<file path="config.mk">
export PLATFORM = sky130hd
export DESIGN_NAME = dtls_handshake_seq_extractor_flat
export DESIGN_NICKNAME = d
export VERILOG_FILES = /design/src/rtl/dhse_pkg.sv /design/src/rtl/dhse_if.sv /design/src/rtl/dtls_handshake_seq_extractor.sv /design/src/rtl/dhse_front.sv /design/src/rtl/dhse_fifo.sv /design/src/rtl/dhse_back.sv /design/src/flat_wrapper.sv
export SDC_FILE = /design/constraint.sdc
export NUM_CORES = 1
export LEC_CHECK = 0
export BUFFER_PORTS_ARGS = -buffer_cell sky130_fd_sc_hd__buf_4
export CAP_MARGIN = 20
export CORE_MARGIN = 5
export CORE_UTILIZATION = 67
export CTS_CLUSTER_DIAMETER = 120
export DETAILED_ROUTE_END_ITERATION = 6
export GPL_TIMING_DRIVEN = 0
export PLACE_DENSITY = 0.88
export SETUP_SLACK_MARGIN = 0.2
export SYNTH_ARGS = -nofsm -noshare
export SYNTH_HDL_FRONTEND = slang
export SYNTH_SLANG_ARGS = --single-unit
export TNS_END_PERCENT = 100
</file>
<file path="constraint.sdc">
create_clock -name clk -period 9.5 [get_ports clk]
set_input_delay 1.9 -clock clk [delete_from_list [all_inputs] [get_ports clk]]
set_output_delay 1.9 -clock clk [all_outputs]
set_load 0.005 [all_outputs]
</file>
<file path="src/rtl/dhse_pkg.sv">
`default_nettype none
package dhse_pkg;

  // Parse phases of the datagram walker
  typedef enum logic [2:0] {
    PH_REC_HDR  = 3'd0,
    PH_SKIP     = 3'd1,
    PH_MSG_HDR  = 3'd2,
    PH_FRAGMENT = 3'd3
  } phase_t;

  // Result kinds on the output channel
  typedef enum logic [1:0] {
    KIND_SEQ = 2'd0,
    KIND_OK  = 2'd1,
    KIND_BAD = 2'd2
  } kind_t;

  // Record header layout (13 bytes, big-endian)
  localparam logic [3:0] REC_HDR_LEN  = 4'd13;
  localparam logic [3:0] REC_TYPE_POS = 4'd0;
  localparam logic [3:0] REC_EPOCH_HI = 4'd3;
  localparam logic [3:0] REC_EPOCH_LO = 4'd4;
  localparam logic [3:0] REC_LEN_HI   = 4'd11;
  localparam logic [3:0] REC_LEN_LO   = 4'd12;
  localparam logic [7:0] HANDSHAKE_TYPE = 8'd22;

  // Handshake message header layout (12 bytes, big-endian)
  localparam logic [3:0] MSG_HDR_LEN  = 4'd12;
  localparam logic [3:0] MSG_SEQ_HI   = 4'd4;
  localparam logic [3:0] MSG_SEQ_LO   = 4'd5;
  localparam logic [3:0] MSG_FRAG_B2  = 4'd9;
  localparam logic [3:0] MSG_FRAG_B1  = 4'd10;
  localparam logic [3:0] MSG_FRAG_B0  = 4'd11;

  // Default depth of the queue between parser and output stage
  localparam int DHSE_QDEPTH = 4;

  // Results caused by one input byte
  typedef struct packed {
    logic        seq_valid;
    logic [15:0] seq;
    logic        status_valid;
    logic        status_bad;
  } res_entry_t;

endpackage
`default_nettype wire

</file>
<file path="src/rtl/dhse_if.sv">
`default_nettype none
// Byte stream channel
interface dhse_in_if;
  logic       valid;
  logic       ready;
  logic [7:0] data_byte;
  logic       end_of_packet;

  modport source (output valid, output data_byte, output end_of_packet, input ready);
  modport sink (input valid, input data_byte, input end_of_packet, output ready);
endinterface

// Result channel
interface dhse_out_if;
  logic        valid;
  logic        ready;
  logic [1:0]  result_kind;
  logic [15:0] hs_seq;
  logic        last_result;

  modport source (output valid, output result_kind, output hs_seq,
                  output last_result, input ready);
  modport sink (input valid, input result_kind, input hs_seq,
                input last_result, output ready);
endinterface
`default_nettype wire

</file>
<file path="src/rtl/dtls_handshake_seq_extractor.sv">
`default_nettype none
// DTLS 1.2 handshake sequence extractor. Takes one datagram byte per transfer
// on in_ch, with end_of_packet on the final byte, walks the 13-byte record
// headers and, inside epoch-0 handshake records, the 12-byte message headers,
// and returns on out_ch each handshake message sequence number whose fragment
// completes, followed by one ok or malformed status per packet. A malformed
// status tells the consumer to discard the numbers delivered for that packet.
// The parser takes one byte every cycle while the result queue (QDepth
// entries) has room; the output stage delivers one result per cycle while
// out_ch is ready. A byte that ends a message at the end of packet gives two
// results; each passes through the queue and the output register to out_ch.
module dtls_handshake_seq_extractor #(
  parameter int QDepth = dhse_pkg::DHSE_QDEPTH
) (
  input  wire         clk,
  input  wire         rst_n,
  dhse_in_if.sink     in_ch,
  dhse_out_if.source  out_ch
);
  import dhse_pkg::*;

  res_entry_t push_entry;
  res_entry_t head;
  logic       push;
  logic       pop;
  logic       q_full;
  logic       q_empty;

  dhse_front u_front (
    .clk          (clk),
    .rst_n        (rst_n),
    .in_ch        (in_ch),
    .q_full_i     (q_full),
    .push_o       (push),
    .push_entry_o (push_entry)
  );

  dhse_fifo #(
    .Depth (QDepth)
  ) u_fifo (
    .clk          (clk),
    .rst_n        (rst_n),
    .push_i       (push),
    .push_entry_i (push_entry),
    .pop_i        (pop),
    .head_o       (head),
    .full_o       (q_full),
    .empty_o      (q_empty)
  );

  dhse_back u_back (
    .clk     (clk),
    .rst_n   (rst_n),
    .head_i  (head),
    .empty_i (q_empty),
    .pop_o   (pop),
    .out_ch  (out_ch)
  );

endmodule
`default_nettype wire

</file>
<file path="src/rtl/dhse_front.sv">
`default_nettype none
module dhse_front (
  input  wire                  clk,
  input  wire                  rst_n,
  dhse_in_if.sink              in_ch,
  input  wire                  q_full_i,
  output logic                 push_o,
  output dhse_pkg::res_entry_t push_entry_o
);
  import dhse_pkg::*;

  phase_t      phase_r, phase_nxt;
  logic [3:0]  idx_r, idx_nxt;
  logic [15:0] rec_left_r, rec_left_nxt;
  logic [23:0] frag_left_r, frag_left_nxt;
  logic [15:0] seq_r, seq_nxt;
  logic        parsed_r, parsed_nxt;
  logic        err_r, err_nxt;

  logic        accept;
  logic [7:0]  b;
  logic [3:0]  idx_inc;
  logic [15:0] rec_dec;
  logic [23:0] frag_dec;
  logic        seq_hit;
  logic [15:0] seq_out;
  logic        status_hit;
  logic        status_bad;

  assign in_ch.ready = !q_full_i;
  assign accept      = in_ch.valid && in_ch.ready;
  assign b           = in_ch.data_byte;
  assign idx_inc     = idx_r + 4'd1;
  assign rec_dec     = rec_left_r - 16'd1;
  assign frag_dec    = frag_left_r - 24'd1;

  // Walk record and message headers for one byte
  always_comb begin
    phase_nxt     = phase_r;
    idx_nxt       = idx_r;
    rec_left_nxt  = rec_left_r;
    frag_left_nxt = frag_left_r;
    seq_nxt       = seq_r;
    parsed_nxt    = parsed_r;
    err_nxt       = err_r;
    seq_hit       = 1'b0;
    seq_out       = seq_r;
    status_hit    = 1'b0;
    status_bad    = 1'b0;

    if (!err_r) begin
      unique case (phase_r)
        PH_REC_HDR: begin
          if (idx_r == REC_TYPE_POS) begin
            parsed_nxt = (b == HANDSHAKE_TYPE);
          end else if ((idx_r == REC_EPOCH_HI || idx_r == REC_EPOCH_LO) && b != 8'd0) begin
            parsed_nxt = 1'b0;
          end else if (idx_r == REC_LEN_HI) begin
            rec_left_nxt = {b, 8'd0};
          end else if (idx_r == REC_LEN_LO) begin
            rec_left_nxt = rec_left_r | {8'd0, b};
          end
          if (idx_inc >= REC_HDR_LEN) begin
            idx_nxt = 4'd0;
            if (rec_left_nxt == 16'd0) begin
              phase_nxt = PH_REC_HDR;
            end else begin
              phase_nxt = parsed_nxt ? PH_MSG_HDR : PH_SKIP;
            end
          end else begin
            idx_nxt = idx_inc;
          end
        end
        PH_SKIP: begin
          rec_left_nxt = rec_dec;
          if (rec_dec == 16'd0) begin
            phase_nxt = PH_REC_HDR;
          end
        end
        PH_MSG_HDR: begin
          rec_left_nxt = rec_dec;
          if (idx_r == MSG_SEQ_HI) begin
            seq_nxt = {b, 8'd0};
          end else if (idx_r == MSG_SEQ_LO) begin
            seq_nxt = seq_r | {8'd0, b};
          end else if (idx_r == MSG_FRAG_B2) begin
            frag_left_nxt = {b, 16'd0};
          end else if (idx_r == MSG_FRAG_B1) begin
            frag_left_nxt = frag_left_r | {8'd0, b, 8'd0};
          end else if (idx_r == MSG_FRAG_B0) begin
            frag_left_nxt = frag_left_r | {16'd0, b};
          end
          if (idx_inc >= MSG_HDR_LEN) begin
            idx_nxt = 4'd0;
            if (frag_left_nxt > {8'd0, rec_dec}) begin
              err_nxt = 1'b1;
            end else if (frag_left_nxt == 24'd0) begin
              seq_hit   = 1'b1;
              seq_out   = seq_nxt;
              phase_nxt = (rec_dec == 16'd0) ? PH_REC_HDR : PH_MSG_HDR;
            end else begin
              phase_nxt = PH_FRAGMENT;
            end
          end else begin
            idx_nxt = idx_inc;
            if (rec_dec == 16'd0) begin
              err_nxt = 1'b1;
            end
          end
        end
        PH_FRAGMENT: begin
          rec_left_nxt  = rec_dec;
          frag_left_nxt = frag_dec;
          if (frag_dec == 24'd0) begin
            seq_hit   = 1'b1;
            seq_out   = seq_r;
            phase_nxt = (rec_dec == 16'd0) ? PH_REC_HDR : PH_MSG_HDR;
          end
        end
        default: begin
          err_nxt = 1'b1;
        end
      endcase
    end

    // Report packet status and return to the start state
    if (in_ch.end_of_packet) begin
      status_hit    = 1'b1;
      status_bad    = !(!err_nxt && phase_nxt == PH_REC_HDR && idx_nxt == 4'd0);
      phase_nxt     = PH_REC_HDR;
      idx_nxt       = 4'd0;
      rec_left_nxt  = 16'd0;
      frag_left_nxt = 24'd0;
      seq_nxt       = 16'd0;
      parsed_nxt    = 1'b0;
      err_nxt       = 1'b0;
    end
  end

  // Queue the results of this byte
  assign push_o                    = accept && (seq_hit || status_hit);
  assign push_entry_o.seq_valid    = seq_hit;
  assign push_entry_o.seq          = seq_out;
  assign push_entry_o.status_valid = status_hit;
  assign push_entry_o.status_bad   = status_bad;

  // Advance parser state on each transfer
  always_ff @(posedge clk) begin
    if (!rst_n) begin
      phase_r     <= PH_REC_HDR;
      idx_r       <= 4'd0;
      rec_left_r  <= 16'd0;
      frag_left_r <= 24'd0;
      seq_r       <= 16'd0;
      parsed_r    <= 1'b0;
      err_r       <= 1'b0;
    end else if (accept) begin
      phase_r     <= phase_nxt;
      idx_r       <= idx_nxt;
      rec_left_r  <= rec_left_nxt;
      frag_left_r <= frag_left_nxt;
      seq_r       <= seq_nxt;
      parsed_r    <= parsed_nxt;
      err_r       <= err_nxt;
    end
  end

endmodule
`default_nettype wire

</file>
<file path="src/rtl/dhse_fifo.sv">
`default_nettype none
module dhse_fifo #(
  parameter int Depth = dhse_pkg::DHSE_QDEPTH
) (
  input  wire                  clk,
  input  wire                  rst_n,
  input  wire                  push_i,
  input  dhse_pkg::res_entry_t push_entry_i,
  input  wire                  pop_i,
  output dhse_pkg::res_entry_t head_o,
  output logic                 full_o,
  output logic                 empty_o
);
  import dhse_pkg::*;

  localparam int PtrW = (Depth > 1) ? $clog2(Depth) : 1;
  localparam int CntW = $clog2(Depth + 1);
  localparam logic [PtrW-1:0] LastPtr = PtrW'(Depth - 1);
  localparam logic [CntW-1:0] FullCnt = CntW'(Depth);

  res_entry_t      mem_r [Depth];
  logic [PtrW-1:0] wr_ptr_r, wr_ptr_nxt;
  logic [PtrW-1:0] rd_ptr_r, rd_ptr_nxt;
  logic [CntW-1:0] cnt_r, cnt_nxt;
  logic            do_push, do_pop;

  assign full_o  = (cnt_r == FullCnt);
  assign empty_o = (cnt_r == '0);
  assign do_push = push_i && !full_o;
  assign do_pop  = pop_i && !empty_o;
  assign head_o  = mem_r[rd_ptr_r];

  // Advance pointers and occupancy
  always_comb begin
    wr_ptr_nxt = wr_ptr_r;
    rd_ptr_nxt = rd_ptr_r;
    cnt_nxt    = cnt_r;
    if (do_push) begin
      wr_ptr_nxt = (wr_ptr_r == LastPtr) ? '0 : wr_ptr_r + 1'b1;
    end
    if (do_pop) begin
      rd_ptr_nxt = (rd_ptr_r == LastPtr) ? '0 : rd_ptr_r + 1'b1;
    end
    if (do_push && !do_pop) begin
      cnt_nxt = cnt_r + 1'b1;
    end else if (do_pop && !do_push) begin
      cnt_nxt = cnt_r - 1'b1;
    end
  end

  always_ff @(posedge clk) begin
    if (!rst_n) begin
      wr_ptr_r <= '0;
      rd_ptr_r <= '0;
      cnt_r    <= '0;
    end else begin
      wr_ptr_r <= wr_ptr_nxt;
      rd_ptr_r <= rd_ptr_nxt;
      cnt_r    <= cnt_nxt;
    end
  end

  // Store entries
  always_ff @(posedge clk) begin
    if (do_push) begin
      mem_r[wr_ptr_r] <= push_entry_i;
    end
  end

endmodule
`default_nettype wire

</file>
<file path="src/rtl/dhse_back.sv">
`default_nettype none
module dhse_back (
  input  wire                  clk,
  input  wire                  rst_n,
  input  dhse_pkg::res_entry_t head_i,
  input  wire                  empty_i,
  output logic                 pop_o,
  dhse_out_if.source           out_ch
);
  import dhse_pkg::*;

  logic        out_valid_r, out_valid_nxt;
  logic [1:0]  kind_r, kind_nxt;
  logic [15:0] seq_r, seq_nxt;
  logic        last_r, last_nxt;
  logic        beat_r, beat_nxt;
  logic        load;

  assign load = !out_valid_r || out_ch.ready;

  // Split each queued entry into one or two output beats
  always_comb begin
    out_valid_nxt = out_valid_r;
    kind_nxt      = kind_r;
    seq_nxt       = seq_r;
    last_nxt      = last_r;
    beat_nxt      = beat_r;
    pop_o         = 1'b0;
    if (load) begin
      if (empty_i) begin
        out_valid_nxt = 1'b0;
      end else if (head_i.seq_valid && !beat_r) begin
        out_valid_nxt = 1'b1;
        kind_nxt      = KIND_SEQ;
        seq_nxt       = head_i.seq;
        last_nxt      = !head_i.status_valid;
        if (head_i.status_valid) begin
          beat_nxt = 1'b1;
        end else begin
          pop_o = 1'b1;
        end
      end else begin
        out_valid_nxt = 1'b1;
        kind_nxt      = head_i.status_bad ? KIND_BAD : KIND_OK;
        seq_nxt       = 16'd0;
        last_nxt      = 1'b1;
        beat_nxt      = 1'b0;
        pop_o         = 1'b1;
      end
    end
  end

  always_ff @(posedge clk) begin
    if (!rst_n) begin
      out_valid_r <= 1'b0;
      beat_r      <= 1'b0;
    end else begin
      out_valid_r <= out_valid_nxt;
      beat_r      <= beat_nxt;
    end
  end

  // Hold payload until transfer
  always_ff @(posedge clk) begin
    kind_r <= kind_nxt;
    seq_r  <= seq_nxt;
    last_r <= last_nxt;
  end

  assign out_ch.valid       = out_valid_r;
  assign out_ch.result_kind = kind_r;
  assign out_ch.hs_seq      = seq_r;
  assign out_ch.last_result = last_r;

endmodule
`default_nettype wire

</file>
<file path="src/flat_wrapper.sv">
// flat-port wrapper written by rule: the top's interface ports become plain ports
module dtls_handshake_seq_extractor_flat import dhse_pkg::*;
#(
  parameter int QDepth = dhse_pkg::DHSE_QDEPTH
)
  (clk, rst_n, in_ch_valid, in_ch_data_byte, in_ch_end_of_packet, in_ch_ready, out_ch_valid, out_ch_result_kind, out_ch_hs_seq, out_ch_last_result, out_ch_ready);
  dhse_in_if in_ch_i ();
  dhse_out_if out_ch_i ();
  input  wire clk;
  input  wire rst_n;
  input wire logic [$bits(in_ch_i.valid)-1:0] in_ch_valid;
  input wire logic [$bits(in_ch_i.data_byte)-1:0] in_ch_data_byte;
  input wire logic [$bits(in_ch_i.end_of_packet)-1:0] in_ch_end_of_packet;
  output wire logic [$bits(in_ch_i.ready)-1:0] in_ch_ready;
  output wire logic [$bits(out_ch_i.valid)-1:0] out_ch_valid;
  output wire logic [$bits(out_ch_i.result_kind)-1:0] out_ch_result_kind;
  output wire logic [$bits(out_ch_i.hs_seq)-1:0] out_ch_hs_seq;
  output wire logic [$bits(out_ch_i.last_result)-1:0] out_ch_last_result;
  input wire logic [$bits(out_ch_i.ready)-1:0] out_ch_ready;
  assign in_ch_i.valid = in_ch_valid;
  assign in_ch_i.data_byte = in_ch_data_byte;
  assign in_ch_i.end_of_packet = in_ch_end_of_packet;
  assign in_ch_ready = in_ch_i.ready;
  assign out_ch_valid = out_ch_i.valid;
  assign out_ch_result_kind = out_ch_i.result_kind;
  assign out_ch_hs_seq = out_ch_i.hs_seq;
  assign out_ch_last_result = out_ch_i.last_result;
  assign out_ch_i.ready = out_ch_ready;
  dtls_handshake_seq_extractor #(.QDepth(QDepth)) u_core (.clk(clk), .rst_n(rst_n), .in_ch(in_ch_i), .out_ch(out_ch_i));
endmodule
</file>
# Yosys cells after proc, flatten, opt, wreduce, memory -nomap -nowiden
# Memory sizes are Yosys's and may differ from the RTL's. A register that Yosys moved wholly into a read port is not among the register bits.
# Index checks and enable logic that the tools add are counted.
dict set report word_totals {
  register_bits 93
  ramBits 76
  input_bits 13
  output_inout_bits 21
  word_cells 175
  mem_count 1
}
# memory words word_bits read_ports rd_clocked_by_memory_dff write_ports line
set mem_list {}
lappend mem_list {u_core.u_fifo.mem_r 4 19 1 1 1 dhse_fifo.sv:21} ;# res_entry_t mem_r [Depth];
dict set report classes {
  add_sub_neg 7
  magnitude_cmp 3
  n_eq_ne 16
  n_mux 83
  n_bitwise 5
  n_reduce_logical 45
}
# operator count
set ops {}
lappend ops {{2-to-1 mux 16 bit} 18}
lappend ops {{2-to-1 mux 24 bit} 9}
lappend ops {{logical NOT 24 bit} 2}
lappend ops {{one-hot mux 24 bit (2 select lines)} 1}
lappend ops {{logical NOT 16 bit} 2}
lappend ops {{bitwise OR 16 x 8 -> 16 bit} 2}
lappend ops {{one-hot mux 16 bit (2 select lines)} 1}
lappend ops {{2-to-1 mux 1 bit} 28}
lappend ops {{2-to-1 mux 3 bit} 9}
lappend ops {{greater-than comparator 24 x 16 -> 1 bit} 1}
lappend ops {{bitwise OR 24 x 16 -> 24 bit} 1}
lappend ops {{bitwise OR 24 x 8 -> 24 bit} 1}
lappend ops {{subtractor 24 x 1 -> 24 bit, second input constant} 1}
lappend ops {{2-to-1 mux 2 bit} 9}
lappend ops {{== test 4 bit, second input constant} 4}
lappend ops {{2-to-1 mux 4 bit} 4}
lappend ops {{subtractor 16 x 1 -> 16 bit, second input constant} 1}
lappend ops {{AND reduction 3 bit} 5}
lappend ops {{one-hot mux 3 bit (4 select lines)} 1}
lappend ops {{logical AND 1 bit} 10}
lappend ops {{logical NOT 1 bit} 9}
lappend ops {{logical NOT 3 bit} 3}
lappend ops {{== test 4 x 3 -> 1 bit, second input constant} 2}
lappend ops {{== test 8 x 5 -> 1 bit, second input constant} 1}
lappend ops {{other kinds (21)} 34}

# Longest topological paths before layout
dict set report logic_depth {
  depth_word 21
  ltp_mapped 21
  mapped_depth_nobuf 20
}

# By module
# From an unflattened synthesis, not the netlist that was laid out.
dict set report unflattened {
  cells_unflattened 984
  hier_area_um2 9557.9
}
# module n_inst cells_per_inst area_each_um2 seq_area_each_um2
set by_module_without_submodules {}
lappend by_module_without_submodules {dhse_front 1 783 5486.5 1301.2}
lappend by_module_without_submodules {dhse_fifo 1 150 3265.6 2462.4}
lappend by_module_without_submodules {dhse_back 1 51 805.8 610.6}

# Worst setup path before layout
# OpenSTA, ideal clock, no wires.
dict set report synth_path {
  path_kind {input to register}
  from {input in_ch_data_byte[1]}
  to {register u_core.u_fifo.cnt_r[2]}
  setup_ps 70
  arrival_time_ps 5251
  required_ps 9430
  setup_slack_ps 4178
  path_stages 18
  n_path_buf 2
  cell_sequence {clkbuf_1 -> a21oi_1 -> nor2_1 -> ha_1 -> nor2b_1 -> o211ai_1 -> a21oi_1 -> a2111oi_0 -> o211ai_1 -> a21oi_1 -> o31a_1 -> buf_4 -> ha_1 -> inv_1 -> fa_1 -> xor2_1 -> or3_1 -> a21oi_1}
}
dict set report synth_between {
  elab_chain_cells 20
  word_cells_on_any_way 24
  cone_classes {1 x order compare; 13 x mux; 2 x bitwise; 8 x reduce/logical}
}
# element line
set synth_rtl {}
lappend synth_rtl {{start, declared} flat_wrapper.sv:12} ;# input wire logic [$bits(in_ch_i.data_byte)-1:0] in_ch_data_byte;
lappend synth_rtl {{bitwise OR 24 x 8 -> 24 bit} dhse_front.sv:91} ;# frag_left_nxt = frag_left_r | {16'd0, b};
lappend synth_rtl {{2-to-1 mux 24 bit} dhse_front.sv:90} ;# end else if (idx_r == MSG_FRAG_B0) begin
lappend synth_rtl {{2-to-1 mux 24 bit} dhse_front.sv:88} ;# end else if (idx_r == MSG_FRAG_B1) begin
lappend synth_rtl {{2-to-1 mux 24 bit *} dhse_front.sv:86} ;# end else if (idx_r == MSG_FRAG_B2) begin
lappend synth_rtl {{2-to-1 mux 24 bit *} dhse_front.sv:84} ;# end else if (idx_r == MSG_SEQ_LO) begin
lappend synth_rtl {{2-to-1 mux 24 bit *} dhse_front.sv:82} ;# if (idx_r == MSG_SEQ_HI) begin
lappend synth_rtl {{2-to-1 mux 24 bit *} dhse_front.sv:52} ;# unique case (phase_r)
lappend synth_rtl {{2-to-1 mux 24 bit *} dhse_front.sv:51} ;# if (!err_r) begin
lappend synth_rtl {{(+5 left out)} --}
lappend synth_rtl {{2-to-1 mux 1 bit *} dhse_front.sv:51}
lappend synth_rtl {{logical OR 1 bit *} dhse_front.sv:141} ;# assign push_o = accept && (seq_hit || status_hit);
lappend synth_rtl {{logical AND 1 bit *} dhse_front.sv:141}
lappend synth_rtl {{logical AND 1 bit *} dhse_fifo.sv:29} ;# assign do_push = push_i && !full_o;
lappend synth_rtl {{via u_core.u_fifo.do_push} dhse_fifo.sv:25} ;# logic do_push, do_pop;
lappend synth_rtl {{logical NOT 1 bit} dhse_fifo.sv:46} ;# end else if (do_pop && !do_push) begin
lappend synth_rtl {{logical AND 1 bit} dhse_fifo.sv:46}
lappend synth_rtl {{nonzero test 2 bit (no source line)} --}
lappend synth_rtl {{end signal, assigned} dhse_fifo.sv:59} ;# cnt_r <= cnt_nxt;
lappend synth_rtl {{end, declared} dhse_fifo.sv:24} ;# logic [CntW-1:0] cnt_r, cnt_nxt;
# Mark *: on every way through the listed nets, which the timed path passes. The select of a mux whose other input is x is not followed.
# A chain may end at the register's enable or synchronous reset.

# Worst setup path after layout
# Ends and elaborated chain as after synthesis.

==> results.txt <==
----------------------------------------------------
[Timing]
  Rel. slew slack ... 0.2697
  Finish-stage setup viols ... 0
  Final period demand of the worst path ... 6284 ps
  Portion of the clock cycle consumed by the worst path in the final layout ... 0.6614
  Max Clock Skew ... 8.173 ps
  Final sum of negative setup slack ... 0 ps
  Worst Max-Slew Pin Slew ... 1087 ps
  Highest clock rate ... 159.1 MHz
  Number of slew-limit violations in the final report ... 0
  RSZ-0062 raised after global routing ... no
  Final count of hold timing violations ... 0

[CTS]
  CTS root buf ... clkbuf_16
  Worst skew pair latency ... between 400 and 500 ps
  Clock-pin slew reported for the worst setup and hold paths after clock tree synthesis ... 70 ps
  Clock tree from TritonCTS ... done
  Number of H-tree levels ... 4
  Hold buffer count at cts ... 0
  Clock sink count ... 171
  Resize count post-CTS ... 0
  Maximum clock path buffer count ... 2
  CTS buffer count ... 17
  Buffer count from post-CTS setup fixing ... 0

[Setup path]
  Crit path largest cell delay ... 680 ps
  Critical path data required time ... 9860 ps
  Cell breakdown of the critical path ... buf_4, clkbuf_1, a21oi_1, nor2_1, ha_1, nor2b_1, o211ai_1, a21oi_1, a2111oi_0, o211ai_1, a21oi_1, o31a_1, buf_4, ha_1, inv_1, fa_1, xor2_1, or3_1, a21oi_1
  Worst setup path class ... in -> reg
  Worst Path Max Fanout ... 10
  Critical path startpoint category ... input pin
  Slowest cell on crit path ... clkbuf_1
  Cell repeated most along the worst path ... a21oi_1
  Worst endpoint data arrival time ... 6650 ps
  Buffer and inverter count on the worst path ... 4
  Endpoint kind of the worst setup timing path ... flop
  CP delay by family, top ... compound AO/OA/AOI/OAI gates

[Synthesis]
  Synth Area in Adders ... 0.04037
  Synth Flop Type ... edfxtp_1
  Synth Net Count ... 1032
  Multiplexer share of the synthesized area ... 0.06108
  Register bit count reported by yosys ... between 150 and 200
  Post-synth EDFFs ... 95
  Main combinational cell family by area after synthesis ... simple AND/OR/NAND/NOR gates
  Mapped Cells ... 989
  Yosys warning count ... 0
  Average instance area after synthesis ... 9.590 um2
  Number of library cell types mapped by synthesis ... 82
  Portion of the post-synthesis area used by sequential elements ... 0.4612
  Compound-Gate Fraction of Synth Area ... 0.1745
  Combined area of all synthesized cells ... approximately 9500 um2
  Async set-or-reset flop fraction in the synthesized netlist ... 0
  Xor and xnor fraction of the mapped netlist area ... 0.02032
  Share of synthesized cell area in and, or, nand and nor gates ... 0.1989

[Die]
  Core footprint ... 13880 um2
  Chip Width ... 129.0 um
  Starting utilization of the core area ... 0.6833
  I/O pin count ... 34
  Standard-cell row count ... 43
  Die Area ... 16630 um2
  Height of the die ... 129.0 um

[Drt]
  Via Count ... 8605
  Pre-Repair DR Iteration Count ... 6
  Detailed-route wire length ... 28530 um
  Detail-routed net length per standard cell ... 23.08 um
  Vias per std cell ... 6.962
  Initial DRC count ... 1412
  Antenna-violating nets left ... 0
  Final routed DRC violation total ... 0

[Global routing]
  Overflow after GRT ... 0
  First-pass GRT wire length ... ~45000 um
  Via count of the first global-routing pass ... roughly 8100
  Maximum number of pins on one net before global-route repair ... 20
  GRT Resource Usage Total ... 0.3513
  Antenna violations before repair ... 0

[Cells and area]
  Filler instances ... 966
  Most frequent cells in the layout ... nor2_1 (124), edfxtp_1 (95), a21oi_1 (92), nand2_1 (80), dfxtp_1 (76)
  Number of nets in the layout ... 1086
  Area growth, synth to finish ... 11.19%
  Share of layout cells above drive strength 1 ... 0.1136
  Ant. Diodes ... 0
  Post-route design area ... 10550 um2
  Most frequent standard cell in the layout excluding fill and tap cells ... nor2_1

[Pwr]
  Leakage ... 3.925 nW
  Power density over the cells ... 212.5 nW/um2
  Maximum vdd drop ... ~0.00013 V

[Placed design]
  Buffers on Ports ... 33
  Last weighted congestion value of the routability-driven placer ... just under 1
  Total placed instance area ... 9981 um2
  HPWL after DPL ... 19360 um

[Worst hold path]
  Hold crit path type ... reg -> reg

[Run]
  Number of maximum-capacitance violations ... 0

[Status]
  Outcome ... finished clean

----------------------------------------------------
-- tightest hold or removal path, stage by stage (launching register included) --
cell and delay [ps]:
dfxtp_1 320, o21ai_0 70, a21oi_1 60
-- cell usage after synthesis, drive strengths merged, types with 6 or more instances --
cell	instances	area, um2
and3	21	131.4
a21oi	93	465.5
inv	23	86.33
buf	9	60.05
xor2	6	52.55
nand3b	9	67.56
mux2	9	101.4
ha	29	362.9
or4	6	48.80
xnor2	16	140.1
a221oi	7	61.31
nor2	124	465.5
nor4	22	186.4
nor2b	7	43.79
mux4	19	427.9
and2	6	37.54
o211ai	10	75.07
nand2	80	300.3
or3	7	43.79
o31ai	9	72.57
edfxtp	95	2853
nand3	18	90.09
a211oi	6	45.04
nor3	25	136.4
nand4	18	112.6
a31oi	12	75.07
dfxtp	76	1521
or2	7	43.80
a22oi	24	180.2
o21ai	50	250.2
clkbuf	70	262.8
-- metal layers --
metal,track usage,share of wire,up-vias
li1,-,-,3807
met1,0.4570,0.37,4052
met2,0.5582,0.47,626
met3,0.07804,0.11,120
met4,0.1729,0.049,0
met5,0,0,-
-- final cells by class --
type	count	area, um2	share of cell area
timing repair buffer	35	267.8	0.02539
buffer	79	322.8	0.03061
multi-input combinational	715	4701	0.4458
tap	180	225.2	0.02136
clock buffer	18	429.2	0.04070
sequential	171	4374	0.4148
clock inverter	14	135.1	0.01281
inverter	24	90.09	0.008543
-- kinds of logic after synthesis --
logic type | count (synthesis)
DFF | 171
and+or+nand+nor | 371
AOI/OAI and AO/OA | 259
adders and majority gates | 30
muxes | 33
buffers and inverters | 103
xor gates and xnor gates | 22
-- state kept, by name, indices dropped and copies added, names as in the netlist, named ones only --
register	count
u_core.u_back.out_ch.result_kind	2
u_core.u_front.seq_r	16
u_core.u_fifo.mem_r	76
u_core.u_back.out_ch.hs_seq	16
u_core.u_front.frag_left_r	24
u_core.u_back.beat_r	1
u_core.u_fifo.wr_ptr_r	2
u_core.u_front.parsed_r	1
u_core.u_back.out_ch.valid	1
u_core.u_front.phase_r	3
u_core.u_back.out_ch.last_result	1
u_core.u_front.rec_left_r	16
u_core.u_front.err_r	1
u_core.u_fifo.rd_ptr_r	2
u_core.u_fifo.cnt_r	3
u_core.u_front.idx_r	4
-- where the power goes --
part	internal [mW]	total, mW	switching (mW)
registers	0.876	0.914	0.0376
clock network	0.366	0.684	0.318
logic	0.260	0.642	0.383
-- per-stage QoR --
stage | utilization | power (mW) | cells | hold slack (ps) | worst slack [ps]
detailed placement | 0.7190 | 1.554 | 1204 | 472.8 | 2977
CTS | 0.7597 | 2.235 | 1236 | 488.4 | 3357
finish | 0.7597 | 2.241 | 1236 | 493.2 | 3216
global route | 0.7597 | 2.337 | 1236 | 507.5 | 2958
floorplan | - | 1.328 | 989 | 437.5 | 4178
global placement | 0.7173 | 1.515 | 1202 | 447.2 | 3043
-- worst paths after layout --
check                                             start                 endpoint  slack [ps]  cells past startpoint
worst max register to register  u_core.u_front.idx_r[1]   u_core.u_fifo.cnt_r[2]        3640                     21
worst min-delay path            u_core.u_front.parsed_r  u_core.u_front.parsed_r         490                      2
worst max-delay path                 in_ch_data_byte[1]   u_core.u_fifo.cnt_r[2]        3220                     19
worst min register to register  u_core.u_front.parsed_r  u_core.u_front.parsed_r         490                      2
Note: power is estimated with default switching activity, not from simulation.
